--- src/rtl/ps2_mouse_packet_cursor_tracker_unit_macros.svh ---
// assertion macros used by the tracker unit
`ifndef PS2_MOUSE_PACKET_CURSOR_TRACKER_UNIT_MACROS_SVH
`define PS2_MOUSE_PACKET_CURSOR_TRACKER_UNIT_MACROS_SVH

`ifndef SYNTHESIS
// check that runs only while out of reset
`define PMCT_ASSERT_RST(lbl, clk_sig, rst_sig, prop) \
  lbl: assert property (@(posedge clk_sig) disable iff (!rst_sig) prop) \
    else $error("assertion failed");
// check that runs on every edge, reset included
`define PMCT_ASSERT_ALWAYS(lbl, clk_sig, prop) \
  lbl: assert property (@(posedge clk_sig) prop) \
    else $error("assertion failed");
`else
`define PMCT_ASSERT_RST(lbl, clk_sig, rst_sig, prop)
`define PMCT_ASSERT_ALWAYS(lbl, clk_sig, prop)
`endif

`endif

--- src/rtl/pmct_pkg.sv ---
package pmct_pkg;

  // cursor coordinate width
  localparam int unsigned COORD_WIDTH = 12;
  // signed width of a coordinate plus a 9-bit delta
  localparam int unsigned SUM_WIDTH = COORD_WIDTH + 2;

  // configuration register width and index width
  localparam int unsigned CFG_DATA_WIDTH = 12;
  localparam int unsigned CFG_ADDR_WIDTH = 2;

  // configuration register indexes
  localparam logic [CFG_ADDR_WIDTH-1:0] CFG_X_LIMIT = 2'd0;
  localparam logic [CFG_ADDR_WIDTH-1:0] CFG_Y_LIMIT = 2'd1;

  // reset values
  localparam logic [COORD_WIDTH-1:0] X_LIMIT_RESET = COORD_WIDTH'(1023);
  localparam logic [COORD_WIDTH-1:0] Y_LIMIT_RESET = COORD_WIDTH'(767);
  localparam logic [COORD_WIDTH-1:0] POS_RESET     = COORD_WIDTH'(100);

  // packet byte position
  localparam logic [1:0] CNT_SYNC   = 2'd0;
  localparam logic [1:0] CNT_SECOND = 2'd1;
  localparam logic [1:0] CNT_THIRD  = 2'd2;
  localparam logic [1:0] CNT_UNUSED = 2'd3;

  // first byte bit positions
  localparam int unsigned BIT_LEFT   = 0;
  localparam int unsigned BIT_RIGHT  = 1;
  localparam int unsigned BIT_MIDDLE = 2;
  localparam int unsigned BIT_SYNC   = 3;
  localparam int unsigned BIT_XSIGN  = 4;
  localparam int unsigned BIT_YSIGN  = 5;
  localparam int unsigned BIT_XOVF   = 6;
  localparam int unsigned BIT_YOVF   = 7;

  // one decoded packet, last field in the lowest bits
  typedef struct packed {
    logic                   position_updated;
    logic [COORD_WIDTH-1:0] cursor_y;
    logic [COORD_WIDTH-1:0] cursor_x;
    logic signed [8:0]      delta_y;
    logic signed [8:0]      delta_x;
    logic                   y_overflow;
    logic                   x_overflow;
    logic                   right_button;
    logic                   middle_button;
    logic                   left_button;
  } out_item_t;

  localparam int unsigned OUT_DATA_WIDTH = (($bits(out_item_t) + 7) / 8) * 8;

endpackage

--- src/rtl/ps2_mouse_packet_cursor_tracker_unit.sv ---
// ps2 mouse packet decoder with cursor tracking
// in_*  : received mouse bytes, one per transaction, in_tdata = rx_byte
// out_* : one transaction per completed three-byte packet carrying buttons,
//         overflow flags, 9-bit signed deltas, the cursor position after the
//         packet and whether the move was accepted
// cfg_* : write-only port, index 0 = x_limit, index 1 = y_limit (12 bits)
// while no packet is open, bytes with bit 3 clear are dropped silently
// the result of a third byte is on out_* in the cycle after it is taken
// throughput: one byte per cycle while no result is stalled; the whole decode and
// bounds check is one registered step between the packet state registers and the result register
// a stalled result holds the output register and in_tready stays low until
// the result is taken; in_tready is high whenever that register is empty
// or being emptied in the same cycle
// reset (synchronous, rst_n low) empties the output register, closes any open
// packet, sets the cursor to (100, 100) and the limits to 1023 and 767
module ps2_mouse_packet_cursor_tracker_unit (
  input  logic                                    clk,
  input  logic                                    rst_n,
  // input stream
  input  logic                                    in_tvalid,
  output logic                                    in_tready,
  input  logic [7:0]                              in_tdata,   // [7:0] rx_byte
  // result stream
  output logic                                    out_tvalid,
  input  logic                                    out_tready,
  // [0] left_button, [1] middle_button, [2] right_button, [3] x_overflow,
  // [4] y_overflow, [13:5] delta_x, [22:14] delta_y, [34:23] cursor_x,
  // [46:35] cursor_y, [47] position_updated
  output logic [pmct_pkg::OUT_DATA_WIDTH-1:0]     out_tdata,
  // configuration writes
  input  logic                                    cfg_we,
  input  logic [pmct_pkg::CFG_ADDR_WIDTH-1:0]     cfg_addr,
  input  logic [pmct_pkg::CFG_DATA_WIDTH-1:0]     cfg_wdata
);

`include "ps2_mouse_packet_cursor_tracker_unit_macros.svh"

  localparam int unsigned CW = pmct_pkg::COORD_WIDTH;
  localparam int unsigned SW = pmct_pkg::SUM_WIDTH;

  logic [CW-1:0] x_limit_r, y_limit_r;
  logic [1:0]    byte_count_r, byte_count_nxt;
  logic [7:0]    first_byte_r, first_byte_nxt;
  logic [7:0]    second_byte_r, second_byte_nxt;
  logic [CW-1:0] pos_x_r, pos_x_nxt;
  logic [CW-1:0] pos_y_r, pos_y_nxt;
  logic          out_valid_r, out_valid_nxt;
  pmct_pkg::out_item_t out_item_r, out_item_nxt;

  logic              in_fire;
  logic              pkt_done;
  logic signed [8:0] dx, dy;
  logic signed [SW-1:0] nx, ny;
  logic              ok;

  // handshake
  assign in_tready  = !out_valid_r || out_tready;
  assign in_fire    = in_tvalid && in_tready;
  assign out_tvalid = out_valid_r;
  assign out_tdata  = pmct_pkg::OUT_DATA_WIDTH'(out_item_r);

  // configuration registers
  always_ff @(posedge clk) begin
    if (!rst_n) begin
      x_limit_r <= pmct_pkg::X_LIMIT_RESET;
      y_limit_r <= pmct_pkg::Y_LIMIT_RESET;
    end else if (cfg_we) begin
      case (cfg_addr)
        pmct_pkg::CFG_X_LIMIT: x_limit_r <= CW'(cfg_wdata);
        pmct_pkg::CFG_Y_LIMIT: y_limit_r <= CW'(cfg_wdata);
        default: ;
      endcase
    end
  end

  // movement decode and bounds check
  always_comb begin
    dx = $signed({first_byte_r[pmct_pkg::BIT_XSIGN], second_byte_r});
    dy = $signed({first_byte_r[pmct_pkg::BIT_YSIGN], in_tdata});
    nx = $signed({2'b00, pos_x_r}) + SW'(dx);
    ny = $signed({2'b00, pos_y_r}) - SW'(dy);
    ok = !first_byte_r[pmct_pkg::BIT_XOVF] && !first_byte_r[pmct_pkg::BIT_YOVF] &&
         !nx[SW-1] && (nx <= $signed({2'b00, x_limit_r})) &&
         !ny[SW-1] && (ny <= $signed({2'b00, y_limit_r}));
  end

  // packet sequencing and cursor update
  always_comb begin
    byte_count_nxt  = byte_count_r;
    first_byte_nxt  = first_byte_r;
    second_byte_nxt = second_byte_r;
    pos_x_nxt       = pos_x_r;
    pos_y_nxt       = pos_y_r;
    pkt_done        = 1'b0;
    if (in_fire) begin
      case (byte_count_r)
        pmct_pkg::CNT_SYNC: begin
          if (in_tdata[pmct_pkg::BIT_SYNC]) begin
            first_byte_nxt = in_tdata;
            byte_count_nxt = pmct_pkg::CNT_SECOND;
          end
        end
        pmct_pkg::CNT_SECOND: begin
          second_byte_nxt = in_tdata;
          byte_count_nxt  = pmct_pkg::CNT_THIRD;
        end
        default: begin
          // third byte closes the packet
          pkt_done       = 1'b1;
          byte_count_nxt = pmct_pkg::CNT_SYNC;
          if (ok) begin
            pos_x_nxt = nx[CW-1:0];
            pos_y_nxt = ny[CW-1:0];
          end
        end
      endcase
    end
  end

  // result register contents
  always_comb begin
    out_valid_nxt = out_valid_r;
    out_item_nxt  = out_item_r;
    if (pkt_done) begin
      out_valid_nxt                  = 1'b1;
      out_item_nxt.left_button       = first_byte_r[pmct_pkg::BIT_LEFT];
      out_item_nxt.middle_button     = first_byte_r[pmct_pkg::BIT_MIDDLE];
      out_item_nxt.right_button      = first_byte_r[pmct_pkg::BIT_RIGHT];
      out_item_nxt.x_overflow        = first_byte_r[pmct_pkg::BIT_XOVF];
      out_item_nxt.y_overflow        = first_byte_r[pmct_pkg::BIT_YOVF];
      out_item_nxt.delta_x           = dx;
      out_item_nxt.delta_y           = dy;
      out_item_nxt.cursor_x          = pos_x_nxt;
      out_item_nxt.cursor_y          = pos_y_nxt;
      out_item_nxt.position_updated  = ok;
    end else if (out_tready) begin
      out_valid_nxt = 1'b0;
    end
  end

  // control state
  always_ff @(posedge clk) begin
    if (!rst_n) begin
      byte_count_r  <= pmct_pkg::CNT_SYNC;
      first_byte_r  <= 8'd0;
      second_byte_r <= 8'd0;
      pos_x_r       <= pmct_pkg::POS_RESET;
      pos_y_r       <= pmct_pkg::POS_RESET;
      out_valid_r   <= 1'b0;
    end else begin
      byte_count_r  <= byte_count_nxt;
      first_byte_r  <= first_byte_nxt;
      second_byte_r <= second_byte_nxt;
      pos_x_r       <= pos_x_nxt;
      pos_y_r       <= pos_y_nxt;
      out_valid_r   <= out_valid_nxt;
    end
  end

  // result payload
  always_ff @(posedge clk) begin
    out_item_r <= out_item_nxt;
  end

  // checks
  `PMCT_ASSERT_RST(a_count_legal, clk, rst_n, byte_count_r != pmct_pkg::CNT_UNUSED)
  `PMCT_ASSERT_RST(a_third_byte_result, clk, rst_n, (in_fire && byte_count_r == pmct_pkg::CNT_THIRD) |=> (out_valid_r && byte_count_r == pmct_pkg::CNT_SYNC))
  `PMCT_ASSERT_RST(a_cursor_held, clk, rst_n, !pkt_done |=> ($stable(pos_x_r) && $stable(pos_y_r)))
  `PMCT_ASSERT_ALWAYS(a_reset_empty, clk, !rst_n |=> !out_valid_r)

endmodule
--- config.mk ---
export PLATFORM = sky130hd
export DESIGN_NAME = ps2_mouse_packet_cursor_tracker_unit
export DESIGN_NICKNAME = d
export VERILOG_FILES = /design/src/rtl/pmct_pkg.sv /design/src/rtl/ps2_mouse_packet_cursor_tracker_unit.sv
export VERILOG_INCLUDE_DIRS = /design/src /design/src/rtl
export SDC_FILE = /design/constraint.sdc
export NUM_CORES = 1
export LEC_CHECK = 0
export BUFFER_PORTS_ARGS = -buffer_cell sky130_fd_sc_hd__buf_2
export CORE_ASPECT_RATIO = 0.9
export CORE_MARGIN = 10
export CORE_UTILIZATION = 45
export CTS_BUF_LIST = sky130_fd_sc_hd__clkbuf_8 sky130_fd_sc_hd__clkbuf_16
export DETAILED_ROUTE_END_ITERATION = 12
export PLACE_DENSITY_LB_ADDON = 0.25
export SLEW_MARGIN = 20
export SYNTH_ARGS = -nofsm -noshare
export SYNTH_HDL_FRONTEND = slang
export SYNTH_SLANG_ARGS = --single-unit
--- constraint.sdc ---
create_clock -name clk -period 5.3 [get_ports clk]
set_clock_uncertainty 0.05 [all_clocks]
set_input_delay 0.795 -clock clk [delete_from_list [all_inputs] [get_ports clk]]
set_output_delay 0.795 -clock clk [all_outputs]
set_load 0.03 [all_outputs]
### Yosys cells after proc, flatten, opt, wreduce, memory -nomap -nowiden

Index checks and enable logic that the tools add are counted.

* eq/ne operators: 3
* muxes and demuxes: 12
* reductions and logical operators: 21
* magnitude comparators: 2
* add/subtract/negate cells: 2

Operators by type and width (count)
* $mux W12: 6
* $le A14 B13 Y1: 2
* $add A13 B9 Y14: 1
* $sub A13 B9 Y14: 1
* $reduce_and A2 Y1: 4
* $logic_and A1 B1 Y1: 6
* $logic_not A1 Y1: 5
* $eq A2 B1 Y1 const B: 2
* $logic_not A2 Y1: 2
* $mux W1: 4
* $pmux W2 S2: 1
* $reduce_and A3 Y1: 1
* $mux W2: 1
* $ne A2 B2 Y1 const B: 1
* $reduce_bool A2 Y1: 1
* $reduce_or A2 Y1: 1
* $logic_or A1 B1 Y1: 1

* bits of input ports: 27
* output and inout port bits: 50
* bits in registers: 115
* word-level logic and storage cells: 58

### Depth between registers and ports, before layout

Gate-level depths: netlist of run 1.

* word-level depth: 9
* depth in mapped cells: 19
* mapped depth without buffers: 17

### Worst setup path after synthesis of run 1

OpenSTA, ideal clock, no wires.

* path type: input-to-reg
* start: input in_tdata[0]
* end: register pos_x_r[5]
* path slack: 0.855 ns
* arrival: 4.275 ns
* stages: 18
* path through: ha_1 -> fa_1 -> and2b_1 -> o211ai_2 -> a31oi_4 -> a21oi_1 -> xnor2_1 -> ha_1 -> o21ai_0 -> o21bai_1 -> a21o_1 -> a221oi_1 -> o22ai_1 -> a2111o_1 -> buf_6 -> buf_6 -> mux2_4 -> or2_1

* word-level cells in the longest chain between the ends: 7
* elaborated cells on any way between the ends: 8
* those cells by class: add/sub (1); order compare (1); mux (3); reduce/logical (3)

Ends and longest elaborated chain
* from (decl): line ps2_mouse_packet_cursor_tracker_unit.sv:22 `input logic [7:0] in_tdata,`
* $sub A13 B9 Y14 *: line ps2_mouse_packet_cursor_tracker_unit.sv:81 `ny = $signed({2'b00, pos_y_r}) - SW'(dy);`
* branches (longest 2 deep; another with $le A14 B13 Y1)
* $logic_and A1 B1 Y1 *: line ps2_mouse_packet_cursor_tracker_unit.sv:84 `!ny[SW-1] && (ny <= $signed({2'b00, y_limit_r}));`
* $mux W12 *: line ps2_mouse_packet_cursor_tracker_unit.sv:111 `if (ok) begin`
* $mux W12 *: line ps2_mouse_packet_cursor_tracker_unit.sv:96 `case (byte_count_r)`
* $mux W12 *: line ps2_mouse_packet_cursor_tracker_unit.sv:95 `if (in_fire) begin`
* named net pos_x_nxt[5]: line ps2_mouse_packet_cursor_tracker_unit.sv:45 `logic [CW-1:0] pos_x_r, pos_x_nxt;`
* to (signal assigned): line ps2_mouse_packet_cursor_tracker_unit.sv:147 `pos_x_r <= pmct_pkg::POS_RESET;`
* to (signal assigned): line ps2_mouse_packet_cursor_tracker_unit.sv:154 `pos_x_r <= pos_x_nxt;`
* to (decl): line ps2_mouse_packet_cursor_tracker_unit.sv:45

Mark *: on every way through the listed nets, which the timed path passes.
A chain may end at the register's enable or synchronous reset.

### Worst setup path after layout of run 1

* start: input in_tdata[1]
* end: register pos_x_r[2]

Same word-level chain as after synthesis.

==> results of run 1 <==
## per-stage QoR
stage | cells | setup WS [ns] | hold slack (ns)
detailed placement | 773 | 0.305 | 0.366
global route | 805 | 0.372 | 0.396
CTS | 805 | 0.716 | 0.380
finish | 805 | 0.696 | 0.380
global placement | 773 | 0.410 | 0.368
floorplan | 548 | 0.855 | 0.358
## logic make-up (layout without fill, tap and decap cells)
family	count (synthesis)	count (layout)
XOR/XNOR	19	19
adder cells (fa/ha/maj)	52	52
AO/OA/AOI/OAI	119	119
buffers and inverters	69	162
multiplexers	26	26
flip-flops	114	114
AND/OR/NAND/NOR	149	149
## per-layer routing
layer,global-route usage (%),up-vias
li1,-,2105
met1,19.9,1961
met2,23.1,123
met3,4.70,20
met4,5.95,0
met5,0,-
## Yosys cell counts (all sizes together) (2+ instances only)
library cell,number,area [um2]
ha,50,626
fa,2,40.0
or2,7,43.8
o21ai,11,55.1
a221oi,2,17.5
and3b,2,17.5
o221ai,2,17.5
nor2b,3,18.8
nand3,16,80.1
o21bai,4,30.0
xnor2,17,149
nand4,5,31.3
nor4,2,12.5
a211oi,4,30.0
inv,52,195
edfxtp,48,1440
xor2,2,17.5
o211ai,22,170
a21o,8,60.1
nor2,28,105
o21a,5,37.5
nand3b,3,22.5
nand2,55,206
a2111o,3,33.8
a21oi,48,240
o31a,2,17.5
mux2i,5,50.1
mux2,21,300
dfxtp,66,1320
clkbuf,14,52.6
and2,19,119
buf,3,33.8
nand2b,2,12.5
## critical path: cells and delay by family
| kind | cells | cell delay (ns) |
|---|---|---|
| multiplexers | 1 | 0.32 |
| AND/OR/NAND/NOR | 3 | 0.57 |
| AO/OA/AOI/OAI | 9 | 1.94 |
| adder cells (fa/ha/maj) | 2 | 0.56 |
| buffers and inverters | 3 | 0.46 |
| XOR/XNOR | 1 | 0.18 |
## flip-flops by register name (all words and copies together) (netlist names)
name / cells
second_byte_r: 8
out_tdata: 48
x_limit_r: 12
out_tvalid: 1
first_byte_r: 7
byte_count_r: 2
pos_x_r: 12
y_limit_r: 12
pos_y_r: 12
## report_power, final
part	total, mW	internal, mW	leakage (nW)	switching (mW)
Combinational	0.180	0.0681	1.75	0.112
Clock	1.15	0.724	0.280	0.426
Sequential	0.940	0.929	0.967	0.0107
## cell type report
cell class | instances | area (um2)
Fill cell | 1110 | 5720
Sequential cell | 114 | 2760
Multi-Input combinational cell | 365 | 2710
Clock buffer | 19 | 453
Timing Repair Buffer | 78 | 395
Tap cell | 164 | 205
Inverter | 52 | 196
Clock inverter | 13 | 150
## worst paths after layout
path	startpoint	endpoint	slack, ns	depth (start not counted)
hold / removal	first_byte_r[2]	out_tdata[1]	0.38	0
setup reg to reg	second_byte_r[0]	pos_x_r[2]	0.81	17
hold reg to reg	first_byte_r[2]	out_tdata[1]	0.38	0
setup / recovery	in_tdata[1]	pos_x_r[2]	0.70	19
==> run summary, run 1 <==
Total Power: 2.27 mW
xor/xnor cell area share of the yosys netlist: 2.90%
Starting DRT DRC Count: 252
Final Hold Viols: 0
most frequent cells in the layout: buf_2 (76), dfxtp_1 (66), nand2_1 (55)
Distinct cells, synth: 51
power density over the cells: 330 nW/um2
post-synthesis simple-gate area fraction: 12.5%
EDFF count, synth: 48
Critical Path RT: 5.54 ns
Synth Area in Compound Gates: 13.8%
Hold Crit Class: flop to flop
CTS Hold Buffers Added: 0
Setup Crit Path Kind: input pin to flop
CTS Buf Count: 17
Setup TNS: 0 ns
FMAX: 0.217 GHz
worst-margin pin slew: 0.971 ns
worst vdd ir: 0.225 mV
DRC: 0
H-tree levels: 4
Slew Viols, Final: 0
Via Count: 4,209
max cap viols: 0
asr flop ratio synth: 0%
first-pass detailed-route iteration total: 5
port bufs: 76
layout cells sized above 1: 22.2%
Post-synth top flop: dfxtp_1
worst path cell trace: buf_2, inv_1, ha_1, nor2b_1, o2111ai_1, nand3b_1, a21o_1, a21oi_1, xnor2_1, ha_1, a211oi_1, o21bai_1, a21o_1, a221oi_1, o22ai_1, a2111o_1, buf_4, mux2_2, or2_2
Synthesis Warnings: 0
first-pass GRT wire length: 21,800 um
slowest stage delay, CP: 0.33 ns
CTS max path bufs: 2
Final Setup Violations: 0
DR WL/cell: 16.7 um
clk slew on worst S/H paths: 0.06 ns
CP endpoint kind: flop
register area share after synthesis: 48.1%
vias per cell: 5.23
n_diodes: 0
Post-Synthesis Cells: 548
num ports: 77
die width: 139 um
pin count of the biggest net entering global routing: 49
die area: 17,700 um2
fin crit share: 86.9%
Placed Area: 6260 um2
mux cell area share after synthesis: 6.10%
critical path peak fanout: 20
Synth Cell Area: 5740 um2
Max-slew headroom: 35.2%
# clock sinks: 114
top sig layer: met4
commonest non-fill, non-tap cell in the layout: buf_2
status: finished clean
critical path's slowest cell: a2111o_1
antenna-violating nets left: 0
synthesized flop and latch total: 114
Finished Cell Area: 6870 um2
# rows: 39
main combinational cell family by area after synthesis: compound AO/OA/AOI/OAI gates
post-synthesis net count: 627
CP arrival: 4.85 ns
vias in the first global route: 4,259
met2 routed WL: 5820 um
clk_lat worst skew: 0.42 ns
Finished Core Util: 54.6%
Initial Util: 45.6%
RSZ-0062 raised after global routing: no
Adder-Cell Fraction of Synth Area: 11.6%
initial antenna violation count: 0
Tmin final: 4.60 ns
chip height: 127 um
GRT Total Usage: 15.2%
gpl congestion: 0.900
Root Driver: clkbuf_16
Core ar.: 12,600 um2
Total Routed Length: 13,400 um
Metal-1 WL: 6450 um
Pleak: 3.00 nW
Avg Cell Area, Syn: 10.5 um2
post_cts resized: 0
DPL Wire Length: 9890 um
CTS tree: done
Critical Path Source Type: input pin
Layout area overhead: 19.7%
global route overflow: 0
postcts setup bufs: 0
WL met3: 907 um
Final #Nets: 707
Note: power is estimated with default switching activity, not from simulation.
==> run 2: changes to the inputs <==
CORE_UTILIZATION = 58   (was 45)
PLACE_DENSITY_LB_ADDON = 0.15   (was 0.25)
==> run summary, run 2 (synthesized netlist as in run 1, its figures left out) <==
status: finished clean
first-pass detailed-route iteration total: 5
Setup TNS: 0 ns
Final Setup Violations: 0
worst path cell trace: buf_2, ha_1, fa_1, and2b_1, o211ai_2, a31oi_4, a21oi_1, xnor2_1, ha_1, o21ai_0, o21bai_1, a21o_1, a221oi_1, o22ai_1, a2111o_1, buf_4, mux2_2, or2_2
global route overflow: 0
footprint of the multi-input gates: 2710 um2
FMAX: 0.219 GHz
max cap viols: 0
Hold Crit Class: flop to flop
port bufs: 76
Worst R2R End: pos_y_r[2]
H-tree levels: 4
R2R Setup Slk: 0.78 ns
Critical Path RT: 5.67 ns
reg2reg path depth: 18
Core ar.: 9660 um2
Root Driver: clkbuf_8
# rows: 34
critical path's slowest cell: fa_1
Placed Area: 6220 um2
Total Routed Length: 13,700 um
power density over the cells: 325 nW/um2
n_diodes: 0
Final #Nets: 708
Initial Util: 59.4%
Final Hold Viols: 0
GRT Total Usage: 19.3%
critical path peak fanout: 12
Tmin final: 4.57 ns
Starting DRT DRC Count: 437
RSZ-0062 raised after global routing: no
Total Power: 2.21 mW
commonest non-fill, non-tap cell in the layout: buf_2
Largest register FFs: 48
CP most frequent cell: ha_1
Layout area overhead: 18.3%
Setup Crit Path Kind: input pin to flop
vias per cell: 5.66
DPL Wire Length: 9810 um
pin count of the biggest net entering global routing: 49
most frequent cells in the layout: buf_2 (76), dfxtp_1 (66), nand2_1 (55)
first-pass GRT wire length: 22,200 um
num ports: 77
Via Count: 4,349
CTS Hold Buffers Added: 0
worst hold start: first_byte_r[1]
initial antenna violation count: 0
post_cts resized: 0
CTS Buf Count: 17
fillers: 714
CTS tree: done
worst vdd ir: 0.218 mV
antenna-violating nets left: 0
CP endpoint kind: flop
WHS Path Cells: 0
slowest stage delay, CP: 0.40 ns
die width: 125 um
Finished Cell Area: 6790 um2
chip height: 114 um
die area: 14,300 um2
worst-margin pin slew: 1.05 ns
Critical Path Source Type: input pin
Critical R2R Launch: pos_y_r[0]
Reg area: 2760 um2
Slew Viols, Final: 0
layout cells sized above 1: 22.3%
fin crit share: 86.3%
postcts setup bufs: 0
CTS max path bufs: 2
# clock sinks: 114
Pleak: 3.00 nW
DR WL/cell: 17.8 um
vias in the first global route: 4,396
gpl congestion: 0.893
Max-slew headroom: 30.0%
hold endpoint: out_tdata[2]
DRC: 0
CP arrival: 4.94 ns
clk slew on worst S/H paths: 0.07 ns
hold slack: 0.386 ns
clk_lat worst skew: 0.53 ns
-- run 2: cell types whose count changed in the layout (fill, tap and decap cells not counted), sizes merged --
cell	before	now
inv	56	59
clkbuf	19	17
clkinv	2	4
clkinvlp	5	3
buf	78	79
bufinv	2	1
-- run 2: how the worst max path moves through the flow --
stage / startpoint / to / slack [ns] / cells after the start
floorplan: in_tdata[0] / pos_x_r[5] / 0.85 / 18
global placement: in_tdata[0] / pos_x_r[2] / 0.50 / 18
detailed placement: in_tdata[1] / pos_y_r[5] / 0.34 / 19
CTS: in_tdata[0] / pos_y_r[5] / 0.80 / 18
global route: in_tdata[0] / pos_y_r[2] / 0.48 / 18
finish: in_tdata[0] / pos_y_r[2] / 0.73 / 18
-- run 2: final cells by class --
| type | instances | area share, % |
|---|---|---|
| Multi-Input combinational cell | 365 | 39.9 |
| Tap cell | 126 | 2.32 |
| Timing Repair Buffer | 79 | 5.93 |
| Sequential cell | 114 | 40.7 |
| Clock buffer | 17 | 6.10 |
| Clock inverter | 15 | 2.21 |
| Inverter | 52 | 2.88 |
-- run 2: through the flow --
stage               utilization, %  setup slack (ns)  cells
global route                  70.3             0.482    768
CTS                           70.2             0.796    768
global placement              64.4             0.505    736
floorplan                        -             0.855    548
finish                        70.3             0.728    768
detailed placement            64.4             0.341    736
-- run 2: where the power goes --
group	internal, mW	total (mW)	switching (mW)
Sequential	0.929	0.939	0.0103
Clock	0.635	1.08	0.450
Combinational	0.0687	0.182	0.113
-- run 2: worst max-delay path, delay by kind of cell --
family                   cells  cell delay, ns
AO/OA/AOI/OAI                9            1.73
XOR/XNOR                     1            0.26
adder cells (fa/ha/maj)      3            0.94
buffers and inverters        2            0.35
multiplexers                 1            0.32
AND/OR/NAND/NOR              2            0.51
-- run 2: metal layers --
layer / global-route usage (%) / vias to the layer above / wire length, um
met3: 5.19 / 40 / 987
met2: 30.6 / 174 / 6080
met5: 0 / - / 0
met1: 24.1 / 2027 / 6210
li1: - / 2108 / -
met4: 9.28 / 0 / 412
==> run 3: changes to the inputs <==
BUFFER_PORTS_ARGS = not set   (was -buffer_cell sky130_fd_sc_hd__buf_2)
CORE_UTILIZATION = 60   (was 58)
DONT_BUFFER_PORTS = 1   (was not set)
==> run summary, run 3 (synthesized netlist as in run 1, its figures left out) <==
status: finished clean
commonest non-fill, non-tap cell in the layout: dfxtp_1
Place WS: 0.360 ns
vias per cell: 5.84
slowest stage delay, CP: 0.47 ns
Critical Path RT: 5.65 ns
Core ar.: 9210 um2
GRT Total Usage: 19.5%
Root Driver: clkbuf_8
Largest register FFs: 48
CTS max path bufs: 2
Max-slew headroom: 33.2%
vias in the first global route: 4,032
Tmin final: 4.73 ns
worst path cell trace: ha_1, o21ai_0, o21bai_1, o31a_1, o21ai_0, nor2b_1, xnor2_1, ha_1, o21ai_0, o21bai_1, a21o_1, a221oi_1, o22ai_1, a2111o_1, buf_12, mux2_2, or2_2
fin crit share: 89.3%
Final Setup Violations: 0
Finished Cell Area: 6370 um2
global route overflow: 0
num ports: 77
Placed Area: 5830 um2
first-pass GRT wire length: 21,300 um
Critical Path Source Type: flop
Total Power: 2.11 mW
pin count of the biggest net entering global routing: 49
CP most frequent cell: o21ai_0
Layout area overhead: 11.0%
DRC: 0
power density over the cells: 331 nW/um2
postcts setup bufs: 0
Total Routed Length: 13,200 um
CP endpoint kind: flop
Worst Slack Setup Final: 0.569 ns
CTS Buf Count: 17
Initial Util: 62.3%
# clock sinks: 114
clk_lat worst skew: 0.52 ns
die area: 13,900 um2
Reg area: 2760 um2
first-pass detailed-route iteration total: 5
critical path peak fanout: 20
worst-margin pin slew: 1.00 ns
Hold Crit Class: input pin to flop
most frequent cells in the layout: dfxtp_1 (66), nand2_1 (55), inv_1 (51)
initial antenna violation count: 0
worst vdd ir: 0.221 mV
Pleak: 2.69 nW
Slew Viols, Final: 0
DPL Wire Length: 9550 um
gpl congestion: 0.878
n_diodes: 0
# rows: 33
Via Count: 4,007
max cap viols: 0
DR WL/cell: 19.3 um
Setup TNS: 0 ns
Starting DRT DRC Count: 338
critical path's slowest cell: a2111o_1
CP arrival: 5.08 ns
Finished Core Util: 69.2%
antenna-violating nets left: 0
clk slew on worst S/H paths: 0.06 ns
chip height: 113 um
port bufs: 0
CTS Hold Buffers Added: 0
H-tree levels: 4
Final Hold Viols: 0
buffer and inverter count on the worst path: 1
footprint of the multi-input gates: 2710 um2
family with the most delay on the worst path: compound AO/OA/AOI/OAI gates
post_cts resized: 0
CTS tree: done
FMAX: 0.211 GHz
layout cells sized above 1: 11.5%
Final #Nets: 630
fillers: 686
RSZ-0062 raised after global routing: no
Setup Crit Path Kind: flop to flop
die width: 123 um
## run 3: final timing paths
| check | slack (ns) | end | from | cells past startpoint |
|---|---|---|---|---|
| max | 0.57 | pos_y_r[2] | second_byte_r[2] | 17 |
| min | 0.31 | y_limit_r[0] | rst_n | 1 |
| min reg2reg | 0.38 | out_tdata[0] | first_byte_r[0] | 0 |
| max reg2reg | 0.57 | pos_y_r[2] | second_byte_r[2] | 17 |
## run 3: layout make-up
class / count / share of cell area, %
sequential: 114 / 43.4
multi-input combinational: 365 / 42.5
clock buffer: 18 / 6.72
inverter: 52 / 3.08
tap: 122 / 2.40
clock inverter: 14 / 1.63
timing repair buffer: 1 / 0.314
## run 3: report_power, final
part	total, mW	internal (mW)	switching (mW)
clock network	1.01	0.589	0.425
registers	0.948	0.929	0.0183
logic	0.149	0.0594	0.0898
## run 3: per-layer routing
| layer | share of wire [%] | wire, um | track usage, % | vias up |
|---|---|---|---|---|
| li1 | - | - | - | 1955 |
| met1 | 45 | 5950 | 24.6 | 1884 |
| met2 | 44 | 5870 | 29.8 | 145 |
| met3 | 8.8 | 1170 | 7.01 | 23 |
| met4 | 2.0 | 261 | 7.99 | 0 |
| met5 | 0 | 0 | 0 | - |
## run 3: metrics by stage
stage,hold WS [ns],cells
6_report,0.311,686
2_1_floorplan,0.358,548
3_5_place_dp,0.369,654
5_1_grt,0.296,686
4_1_cts,0.297,686
3_3_place_gp,0.368,654
## run 3: worst reg2reg max path, stage by stage, from the launching register on
cell and delay [ns]:
dfxtp_1 0.33, ha_1 0.35, o21ai_0 0.27, o21bai_1 0.18
o31a_1 0.33, o21ai_0 0.24, nor2b_1 0.22, xnor2_1 0.19
ha_1 0.31, o21ai_0 0.10, o21bai_1 0.09, a21o_1 0.18
a221oi_1 0.35, o22ai_1 0.15, a2111o_1 0.47, buf_12 0.25
mux2_2 0.30, or2_2 0.27
